`config.mk`:
```
export PLATFORM = sky130hd
export DESIGN_NAME = brute_force_assignment_min_cost
export DESIGN_NICKNAME = d
export VERILOG_FILES = /design/src/sv/bfamc_pkg.sv /design/src/sv/bfamc_ctrl.sv /design/src/sv/bfamc_datapath.sv /design/src/sv/brute_force_assignment_min_cost.sv
export SDC_FILE = /design/constraint.sdc
export NUM_CORES = 1
export LEC_CHECK = 0
export ABC_CLOCK_PERIOD_IN_PS = 6680
export BUFFER_PORTS_ARGS = -buffer_cell sky130_fd_sc_hd__buf_2
export CAP_MARGIN = 5
export CORE_AREA = 10 10 434 393
export CTS_CLUSTER_SIZE = 25
export DETAILED_ROUTE_END_ITERATION = 6
export DIE_AREA = 0 0 444 403
export SLEW_MARGIN = 5
export SYNTH_ARGS = -nofsm -noshare
export SYNTH_HDL_FRONTEND = slang
export SYNTH_SLANG_ARGS = --single-unit
```
`constraint.sdc`:
```
create_clock -name clock -period 6.68 [get_ports clock]
set_input_delay 1.002 -clock clock [delete_from_list [all_inputs] [get_ports clock]]
set_output_delay 1.002 -clock clock [all_outputs]
set_load 0.005 [all_outputs]
```
`src/sv/bfamc_pkg.sv`:
```
// shared constants and controller/datapath interface types for the assignment search
package bfamc_pkg;

   localparam int DEF_MAX_WORKERS = 8;
   localparam int COST_W          = 16;
   localparam int SUM_W           = 19;
   localparam int CSR_W           = 4;

   // commands from the controller to the datapath
   typedef struct packed {
      logic load;         // store the accepted word
      logic search_init;  // mark the first permutation
      logic sum_init;     // clear the row walk and the accumulator
      logic sum_run;      // walk the rows of the current permutation
      logic cmp;          // fold the total into the best total
      logic desc;         // latch the rightmost descent
      logic swap;         // swap pivot with its rightmost larger entry
      logic rev;          // reverse the suffix after the pivot
      logic finish;       // back to the identity and an empty matrix
   } bfamc_cmd_type;

   // status from the datapath to the controller
   typedef struct packed {
      logic sum_done;
      logic has_next;
   } bfamc_status_type;

endpackage

```
`src/sv/bfamc_ctrl.sv`:
```
// controller state machine: load, then sum / compare / next-permutation loop
module bfamc_ctrl (
   input  logic                        clock,
   input  logic                        reset,
   input  logic                        start,
   input  logic                        req_last,
   input  bfamc_pkg::bfamc_status_type status,
   output bfamc_pkg::bfamc_cmd_type    cmd,
   output logic                        busy,
   output logic                        rsp_valid
);
   import bfamc_pkg::*;

   typedef enum logic [6:0] {
      S_IDLE = 7'b0000001,
      S_SUM  = 7'b0000010,
      S_CMP  = 7'b0000100,
      S_DESC = 7'b0001000,
      S_SWAP = 7'b0010000,
      S_REV  = 7'b0100000,
      S_DONE = 7'b1000000
   } state_type;

   state_type state_ff, state_in;

   // next state and commands
   always_comb begin
      state_in = state_ff;
      cmd      = '0;
      unique case (state_ff)
         S_IDLE: begin
            if (start) begin
               cmd.load = 1'b1;
               if (req_last) begin
                  cmd.search_init = 1'b1;
                  cmd.sum_init    = 1'b1;
                  state_in        = S_SUM;
               end
            end
         end
         S_SUM: begin
            cmd.sum_run = 1'b1;
            if (status.sum_done) state_in = S_CMP;
         end
         S_CMP: begin
            cmd.cmp  = 1'b1;
            state_in = S_DESC;
         end
         S_DESC: begin
            cmd.desc = 1'b1;
            state_in = status.has_next ? S_SWAP : S_DONE;
         end
         S_SWAP: begin
            cmd.swap = 1'b1;
            state_in = S_REV;
         end
         S_REV: begin
            cmd.rev      = 1'b1;
            cmd.sum_init = 1'b1;
            state_in     = S_SUM;
         end
         S_DONE: begin
            cmd.finish = 1'b1;
            state_in   = S_IDLE;
         end
         default: state_in = S_IDLE;
      endcase
   end

   // state register
   always_ff @(posedge clock) begin
      if (reset) begin
         state_ff <= S_IDLE;
      end else begin
         state_ff <= state_in;
      end
   end

   assign busy      = (state_ff != S_IDLE);
   assign rsp_valid = (state_ff == S_DONE);

   // result strobe lasts one cycle and returns to idle
   a_strobe_single: assert property (@(posedge clock) disable iff (reset)
      rsp_valid |=> !rsp_valid && state_ff == S_IDLE)
      else $error("result strobe not single or no return to idle");

   // swap only right after a successful descent search
   a_swap_order: assert property (@(posedge clock) disable iff (reset)
      state_ff == S_SWAP |-> $past(state_ff) == S_DESC && $past(status.has_next))
      else $error("swap without descent");

   // row walk is not cut short
   a_sum_hold: assert property (@(posedge clock) disable iff (reset)
      state_ff == S_SUM && !status.sum_done |=> state_ff == S_SUM)
      else $error("row walk left early");

endmodule

```
`src/sv/bfamc_datapath.sv`:
```
// datapath: cost memory, permutation registers, row accumulator and best total
module bfamc_datapath #(
   parameter int MAX_WORKERS = bfamc_pkg::DEF_MAX_WORKERS
) (
   input  logic                               clock,
   input  logic                               reset,
   input  bfamc_pkg::bfamc_cmd_type           cmd,
   output bfamc_pkg::bfamc_status_type        status,
   input  logic                               csr_write_en,
   input  logic [bfamc_pkg::CSR_W-1:0]        csr_write_data,
   input  logic signed [bfamc_pkg::COST_W-1:0] cost,
   output logic signed [bfamc_pkg::SUM_W-1:0]  min_cost
);
   import bfamc_pkg::*;

   localparam int PW    = $clog2(MAX_WORKERS);
   localparam int NW    = $clog2(MAX_WORKERS + 1);
   localparam int AW    = $clog2(MAX_WORKERS * MAX_WORKERS);
   localparam int LW    = $clog2(MAX_WORKERS * MAX_WORKERS + 1);
   localparam int Depth = MAX_WORKERS * MAX_WORKERS;

   logic signed [COST_W-1:0] cost_mem_ff [Depth];
   logic signed [COST_W-1:0] rdata_ff;

   logic [NW-1:0]    side_ff, side_in;
   logic [LW-1:0]    load_idx_ff, load_idx_in;
   logic [PW-1:0]    perm_ff [MAX_WORKERS];
   logic [PW-1:0]    perm_in [MAX_WORKERS];
   logic [NW-1:0]    w_ff, w_in;
   logic [AW-1:0]    base_ff, base_in;
   logic             pend_ff;
   logic [SUM_W-1:0] acc_ff, acc_in;
   logic [SUM_W-1:0] best_ff, best_in;
   logic             first_ff, first_in;
   logic [NW-1:0]    desc_i_ff, desc_i_in;

   logic [LW-1:0]    nsq;
   logic             load_ok;
   logic             issue;
   logic [AW-1:0]    rd_addr;
   logic             desc_found;
   logic [NW-1:0]    desc_i;
   logic [PW-1:0]    pivot_idx;
   logic [PW-1:0]    pivot;
   logic [PW-1:0]    swap_j;

   // matrix size and load gate
   assign nsq     = LW'(side_ff) * LW'(side_ff);
   assign load_ok = (load_idx_ff < nsq);

   // row walk: one cost word read per cycle
   assign issue   = cmd.sum_run && (w_ff < side_ff);
   assign rd_addr = base_ff + AW'(perm_ff[w_ff[PW-1:0]]);

   // cost memory, one write and one registered read port
   always_ff @(posedge clock) begin
      if (cmd.load && load_ok) cost_mem_ff[load_idx_ff[AW-1:0]] <= cost;
      if (issue) rdata_ff <= cost_mem_ff[rd_addr];
   end

   // rightmost descent
   always_comb begin
      desc_found = 1'b0;
      desc_i     = '0;
      for (int k = 1; k < MAX_WORKERS; k++) begin
         if ((NW'(k) < side_ff) && (perm_ff[k-1] < perm_ff[k])) begin
            desc_found = 1'b1;
            desc_i     = NW'(k);
         end
      end
   end

   // pivot and its rightmost larger entry
   assign pivot_idx = PW'(desc_i_ff - 1'b1);
   assign pivot     = perm_ff[pivot_idx];
   always_comb begin
      swap_j = '0;
      for (int k = 0; k < MAX_WORKERS; k++) begin
         if ((NW'(k) < side_ff) && (perm_ff[k] > pivot)) swap_j = PW'(k);
      end
   end

   // permutation update
   always_comb begin
      int src;
      src = 0;
      for (int k = 0; k < MAX_WORKERS; k++) perm_in[k] = perm_ff[k];
      if (cmd.finish) begin
         for (int k = 0; k < MAX_WORKERS; k++) perm_in[k] = PW'(k);
      end else if (cmd.swap) begin
         perm_in[pivot_idx] = perm_ff[swap_j];
         perm_in[swap_j]    = pivot;
      end else if (cmd.rev) begin
         for (int k = 0; k < MAX_WORKERS; k++) begin
            src = int'(side_ff) - 1 + int'(desc_i_ff) - k;
            if ((NW'(k) >= desc_i_ff) && (NW'(k) < side_ff)) perm_in[k] = perm_ff[PW'(src)];
         end
      end
   end

   // counters, accumulator and best total
   always_comb begin
      side_in     = side_ff;
      load_idx_in = load_idx_ff;
      w_in        = w_ff;
      base_in     = base_ff;
      acc_in      = acc_ff;
      best_in     = best_ff;
      first_in    = first_ff;
      desc_i_in   = desc_i_ff;
      if (csr_write_en) begin
         if (csr_write_data == '0) begin
            side_in = NW'(1);
         end else if (int'(csr_write_data) > MAX_WORKERS) begin
            side_in = NW'(MAX_WORKERS);
         end else begin
            side_in = NW'(csr_write_data);
         end
      end
      if (cmd.load && load_ok) load_idx_in = load_idx_ff + 1'b1;
      if (cmd.finish) load_idx_in = '0;
      if (cmd.search_init) first_in = 1'b1;
      if (cmd.sum_init) begin
         w_in    = '0;
         base_in = '0;
         acc_in  = '0;
      end
      if (issue) begin
         w_in    = w_ff + 1'b1;
         base_in = base_ff + AW'(side_ff);
      end
      if (pend_ff) acc_in = acc_ff + {{(SUM_W-COST_W){rdata_ff[COST_W-1]}}, rdata_ff};
      if (cmd.cmp) begin
         if (first_ff || ($signed(acc_ff) < $signed(best_ff))) best_in = acc_ff;
         first_in = 1'b0;
      end
      if (cmd.desc) desc_i_in = desc_i;
   end

   // registers
   always_ff @(posedge clock) begin
      if (reset) begin
         side_ff     <= NW'(1);
         load_idx_ff <= '0;
         w_ff        <= '0;
         base_ff     <= '0;
         pend_ff     <= 1'b0;
         acc_ff      <= '0;
         best_ff     <= '0;
         first_ff    <= 1'b0;
         desc_i_ff   <= '0;
         for (int k = 0; k < MAX_WORKERS; k++) perm_ff[k] <= PW'(k);
      end else begin
         side_ff     <= side_in;
         load_idx_ff <= load_idx_in;
         w_ff        <= w_in;
         base_ff     <= base_in;
         pend_ff     <= issue;
         acc_ff      <= acc_in;
         best_ff     <= best_in;
         first_ff    <= first_in;
         desc_i_ff   <= desc_i_in;
         for (int k = 0; k < MAX_WORKERS; k++) perm_ff[k] <= perm_in[k];
      end
   end

   assign status.sum_done = (w_ff == side_ff) && !pend_ff;
   assign status.has_next = desc_found;
   assign min_cost        = $signed(best_ff);

   // row walk never runs past the side
   a_walk_bound: assert property (@(posedge clock) disable iff (reset)
      cmd.sum_run |-> w_ff <= side_ff)
      else $error("row walk past matrix side");

   // first total of a search always becomes the best
   a_first_best: assert property (@(posedge clock) disable iff (reset)
      cmd.cmp && first_ff |=> best_ff == $past(acc_ff))
      else $error("first total not taken as best");

   // end of search leaves an empty matrix and the identity
   a_finish_clear: assert property (@(posedge clock) disable iff (reset)
      cmd.finish |=> load_idx_ff == '0 && perm_ff[0] == '0)
      else $error("search end did not clear load state");

endmodule

```
`src/sv/brute_force_assignment_min_cost.sv`:
```
// top level of the exhaustive assignment search: controller plus datapath
// The cost matrix loads one word per cycle in row-major order (worker row, task column)
// while busy is low; words beyond N*N are dropped. The word with req_last high starts
// the search and busy stays high until the single result. Every permutation is summed
// by walking its N rows through the one read port of the cost memory, one row per cycle;
// then the total is compared with the best and the next permutation is formed. The
// result appears on rsp_min_cost for exactly one cycle with rsp_valid; the receiver
// cannot stall it and must take it then. Write csr_write_data (the side N, 0 taken as 1,
// above MAX_WORKERS taken as MAX_WORKERS) only while idle.
module brute_force_assignment_min_cost #(
   parameter int MAX_WORKERS = bfamc_pkg::DEF_MAX_WORKERS
) (
   input  logic                                clock,
   input  logic                                reset,
   input  logic                                start,
   output logic                                busy,
   input  logic signed [bfamc_pkg::COST_W-1:0] req_cost,
   input  logic                                req_last,
   output logic                                rsp_valid,
   output logic signed [bfamc_pkg::SUM_W-1:0]  rsp_min_cost,
   input  logic                                csr_write_en,
   input  logic [bfamc_pkg::CSR_W-1:0]         csr_write_data
);
   import bfamc_pkg::*;

   bfamc_cmd_type    cmd;
   bfamc_status_type status;

   // sequencer
   bfamc_ctrl u_ctrl (
      .clock     (clock),
      .reset     (reset),
      .start     (start),
      .req_last  (req_last),
      .status    (status),
      .cmd       (cmd),
      .busy      (busy),
      .rsp_valid (rsp_valid)
   );

   // storage and arithmetic
   bfamc_datapath #(
      .MAX_WORKERS (MAX_WORKERS)
   ) u_datapath (
      .clock          (clock),
      .reset          (reset),
      .cmd            (cmd),
      .status         (status),
      .csr_write_en   (csr_write_en),
      .csr_write_data (csr_write_data),
      .cost           (req_cost),
      .min_cost       (rsp_min_cost)
   );

endmodule

```
# ---- Word-level counts from Yosys, hierarchy flattened
# Memory sizes are Yosys's and may differ from the RTL's. A register that Yosys moved wholly into a read port is not among the register bits.
# Index checks and enable logic that the tools add are counted.
dict set report word_totals {
  mem_count 2
  output_inout_bits 21
  reg_bits 71
  rom_bits 0
  ramBits 1048
  input_bits 25
  latchBits 0
  wordCells 200
}
# name words word_bits rd rd_clocked_by_memory_dff write_ports line
set mem_list {}
lappend mem_list {u_datapath.cost_mem_ff 64 16 1 1 1 bfamc_datapath.sv:22} ;# logic signed [COST_W-1:0] cost_mem_ff [Depth];
lappend mem_list {u_datapath.perm_ff 8 3 19 1 8 bfamc_datapath.sv:27} ;# logic [PW-1:0] perm_ff [MAX_WORKERS];
dict set report op_classes {
  order_cmp 38
  muxes 76
  reduce_logical 36
  div 0
  n_mul 1
  addsub 15
  bitwise_logic 10
  eq_ne 12
  n_shift 0
}
# cell n
set ops {}
lappend ops {{$mux 3} 29}
lappend ops {{$mux 24} 3}
lappend ops {{$bwmux 24} 2}
lappend ops {{$pmux 7 s6} 1}
lappend ops {{$mux 19} 2}
lappend ops {{$mux 7} 4}
lappend ops {{$logic_and 1x1->1} 27}
lappend ops {{$gt 3x3->1} 7}
lappend ops {{$lt 3x3->1} 7}
lappend ops {{$mux 1} 20}
lappend ops {{$add 19x19->19} 1}
lappend ops {{$lt 19x19->1} 1}
lappend ops {{$demux 3 s3} 2}
lappend ops {{$lt 3x4->1 const A} 4}
lappend ops {{$mux 4} 4}
lappend ops {{$ge 3x3->1 const A} 4}
lappend ops {{$mux 2} 6}
lappend ops {{$mux 6} 2}
lappend ops {{$sub 3x3->3 const B} 4}
lappend ops {{$sub 3x1->3 const B} 3}
lappend ops {{$ge 4x4->1 const B} 2}
lappend ops {{$lt 1x4->1 const A} 2}
lappend ops {{$lt 2x4->1 const A} 2}
lappend ops {{$lt 4x1->1 const B} 2}
lappend ops {{other kinds (32)} 47}

# ---- Logic depth before layout (Yosys ltp)
# An unclocked memory read counts as a cell.
dict set report depth {
  depth_word 20
  mapped_depth 21
}

# ---- Cells and area by module
# Synthesis repeated with hierarchy kept, for this count alone.
dict set report unflattened {
  cells_unflattened 2634
  area_unflattened_um2 48456.5
}
# mod seq_area_each_um2 area_per_inst_um2 n_inst cells_per_inst
set by_module_without_submodules {}
lappend by_module_without_submodules {bfamc_datapath 33051.7 48068.6 1 2587}
lappend by_module_without_submodules {bfamc_ctrl 140.1 387.9 1 47}

# ---- Worst setup path before layout
# OpenSTA, ideal clock, no wires.
dict set report synth_path {
  path_type {reg2reg}
  start {register u_datapath.desc_i_ff[0]}
  end {memory u_datapath.perm_ff[1][0] (netlist name)}
  path_stages_with_launch 17
  path_slack_ns 1.611
  t_arrival_ns 4.947
  synth_period_minus_slack_ns 5.069
  cell_sequence {dfxtp_1 -> inv_1 -> ha_1 -> ha_1 -> clkbuf_1 -> nor2b_1 -> a221o_1 -> a221oi_1 -> ha_1 -> a31oi_1 -> o21ai_0 -> and4_1 -> clkbuf_1 -> and2_1 -> a2111oi_4 -> o221ai_1 -> a221o_1}
}
# item line
set synth_lines {}
lappend synth_lines {{from (decl)} bfamc_datapath.sv:35} ;# logic [NW-1:0] desc_i_ff, desc_i_in;
lappend synth_lines {{from (signal assigned)} bfamc_datapath.sv:162} ;# desc_i_ff <= desc_i_in;
lappend synth_lines {{to (decl)} bfamc_datapath.sv:27}

==> results.txt <==
Hold path cells: 2
Port Buf Inserts: 45
Clock skew: 82.5 ps
Synth area leaders: edfxtp_1, mux4_2, dfxtp_1
Critical path's slowest cell: o211ai_1
Setup violators final: 0
GPL Wtd Cong: 0.884
Commonest non-fill, non-tap cell in the layout: edfxtp_1
Cell Area, Synth: 48100 um^2
Initial DRC Count: 2973
Synth Area in Compound Gates: 0.0410
Num Clock Sinks: 1138
Yosys cell types: 68
Crit Path Class: flop to flop
Post-Syn Instances: 2572
Reg clk slew, reported paths: 60 ps
Share of cells above drive strength 1: 0.271
Syn nets: 2703
Final hold vios: 0
Placed cells: 4737
Flop pwr share: 0.519
Final Slew Violations: 0
Largest family of logic cells by synthesized area: multiplexers
Synth warn: 0
Fraction of the mapped netlist area in adder cells: 0.0282
Bufs and invs on worst path: 3
Most frequent CP cell: ha_1
VDD IR max: 0.000216 V
Synth Area in Simple Gates: 0.0377
Largest net degree at the start of global routing: 70
Psw: 3.38 mW
Final WL: 120000 um
Max incr delay on CP: 770 ps
Arrival time worst endpoint: 6770 ps
Sequential share of the synthesized area: 0.690
Final Util: 0.343
Slew @ Worst Pin: 1260 ps
Slew HR: 0.156
Crit-path leading delay family: compound AO/OA/AOI/OAI gates
Hold buffers post-CTS: 0
DR DRC count: 0
Post_cts resized: 0
Total global routing overflow: 0
Critical path depth: 19
R2R cell count: 19
DR vias: 25.1k
Worst Setup End Kind: flop
Power Internal: 11.8 mW
1st-pass router iterations: 6
Max-Cap Viols: 0
Syn Area/Cell: 18.7 um^2
Crit path required time: 7310 ps
Ys flop type: edfxtp_1
Critical Path Start Type: flop
Leak Pwr: 17.4 nW
Post-Layout Cell Count: 4936
Width of the die: 444 um
#FFs+latches synth: 1138
Period utilization: 0.920
I/O pin count: 46
Max frequency: 163 MHz
EDFF count, synth: 1040
FFs w/ async S/R, synth: 0
Die Height: 403 um
Post-route cell area: 55300 um^2
TritonCTS clock tree: built
First-pass GRT wire length: 176000 um
Top-area cell type share of the netlist area: 0.649
WL/cell: 24.2 um
Die area: 179000 um^2
Clock network fraction of total power: 0.410
Setup TNS: 0 ps
Worst hold slack: 508 ps
Leading cell types in the layout, fill and taps excluded: edfxtp_1, mux4_2, nor2_1
Power Density: 274 nW/um^2
GRT Total Usage: 0.131
Core area: 161000 um^2
Xor/xnor cell area share of the yosys netlist: 0.00671
Worst min path class: flop to flop
Post-DP Area: 51700 um^2
Bufs on Longest Clock Path: 3
Switch share: 0.223
CP cell instances: inv_1, ha_1, ha_1, nor3_1, a22oi_1, o221ai_1, a211oi_1, buf_4, inv_1, ha_1, nor2b_1, o21a_1, o211ai_1, nand4_1, or3_1, a21oi_1, a21oi_1, a211oi_1, a32o_1
Initial core utilization: 0.298
Post-CTS Setup Bufs: 0
Antenna Violating Nets Remaining: 0
Period minus WS final: 6150 ps
Top cell type by total area after synthesis: edfxtp_1
Vias in the first global route: 24.7k
Row cnt: 140
Nets: 2847
CP max FO: 18
H-tree depth: 3
Total CTS buffers: 107
Status: completed
Post-DP HPWL: 73400 um
Initial antenna violation count: 3
Area delta synth->final: 15.0%
Worst-skew pair later-pin latency: 750 ps
Post-synthesis mux area share: 0.182
Root buffer cell: clkbuf_16
RSZ-0062 raised after global routing: no
Vias per inst: 5.08
Comb power frac: 0.071
## state kept, by name, summed over array words and instances, names as in the netlist, 3 cells and up, named ones only
signal	count
u_ctrl.state_ff	7
u_datapath.acc_ff	19
u_datapath.base_ff	6
u_datapath.cost_mem_ff	1024
u_datapath.desc_i_ff	3
u_datapath.load_idx_ff	7
u_datapath.min_cost	19
u_datapath.perm_ff	24
u_datapath.rdata_ff	16
u_datapath.side_ff	4
u_datapath.w_ff	4
## power by group through the flow
stage / clock network [mW] / logic (mW) / registers (mW)
finish: 6.21 / 1.08 / 7.85
detailed placement: 0 / 1.09 / 8.01
CTS: 6.35 / 1.10 / 7.85
global placement: 0 / 1.09 / 8.00
global route: 6.64 / 1.16 / 7.85
floorplan: 0 / 0.652 / 7.99
## worst min-delay path, cell delays in order, from the launching register on
cell and delay (ps):
dfxtp_1 310, inv_1 80, o31ai_1 70
## stage by stage
stage	setup slack [ps]	power, mW
floorplan	1610	8.64
CTS	707	15.3
global placement	740	9.09
global route	215	15.7
detailed placement	761	9.10
finish	534	15.1
## synth_stat cells (19+ instances only)
cell / n
a21o_1: 23
a21oi_1: 63
a31oi_1: 19
buf_1: 23
clkbuf_1: 96
dfxtp_1: 98
edfxtp_1: 1040
ha_1: 102
inv_1: 68
mux2i_1: 39
mux4_2: 367
nand2_1: 78
nand3_1: 30
nor2_1: 185
nor2b_1: 21
nor3_1: 24
o21ai_0: 53
o221ai_1: 24
xnor2_1: 20
## final timing paths
| kind | startpoint | to | slack [ps] |
|---|---|---|---|
| max | u_datapath.desc_i_ff[0] | u_datapath.perm_ff[2][2] | 530 |
| min | u_datapath.min_cost[18] | u_datapath.min_cost[18] | 510 |
| min reg2reg | u_datapath.min_cost[18] | u_datapath.min_cost[18] | 510 |
| max reg2reg | u_datapath.desc_i_ff[0] | u_datapath.perm_ff[2][2] | 530 |
## cell families after synthesis
group | Yosys count
XOR/XNOR | 36
multiplexers | 413
AND/OR/NAND/NOR | 398
adder cells (fa/ha/maj) | 106
flip-flops | 1138
buffers and inverters | 193
AO/OA/AOI/OAI | 288
## layer usage
metal | vias to the layer above | GRT usage | part of all wire
li1 | 10900 | - | -
met1 | 13100 | 0.196 | 0.46
met2 | 886 | 0.192 | 0.44
met3 | 194 | 0.0254 | 0.070
met4 | 0 | 0.0385 | 0.027
met5 | - | 0 | 0
## cell type report
type                    instances  area [um^2]
fillers                     15000       106000
well taps                    2130         2670
clock buffers                 134         2860
clock inverters                63          738
multi-input cells            1241        14400
flip-flops and latches       1138        33200
inverters                      70          263
diodes                          2         5.00
repair buffers                158         1220
No activity file was read; power rests on OpenSTA's default activity.
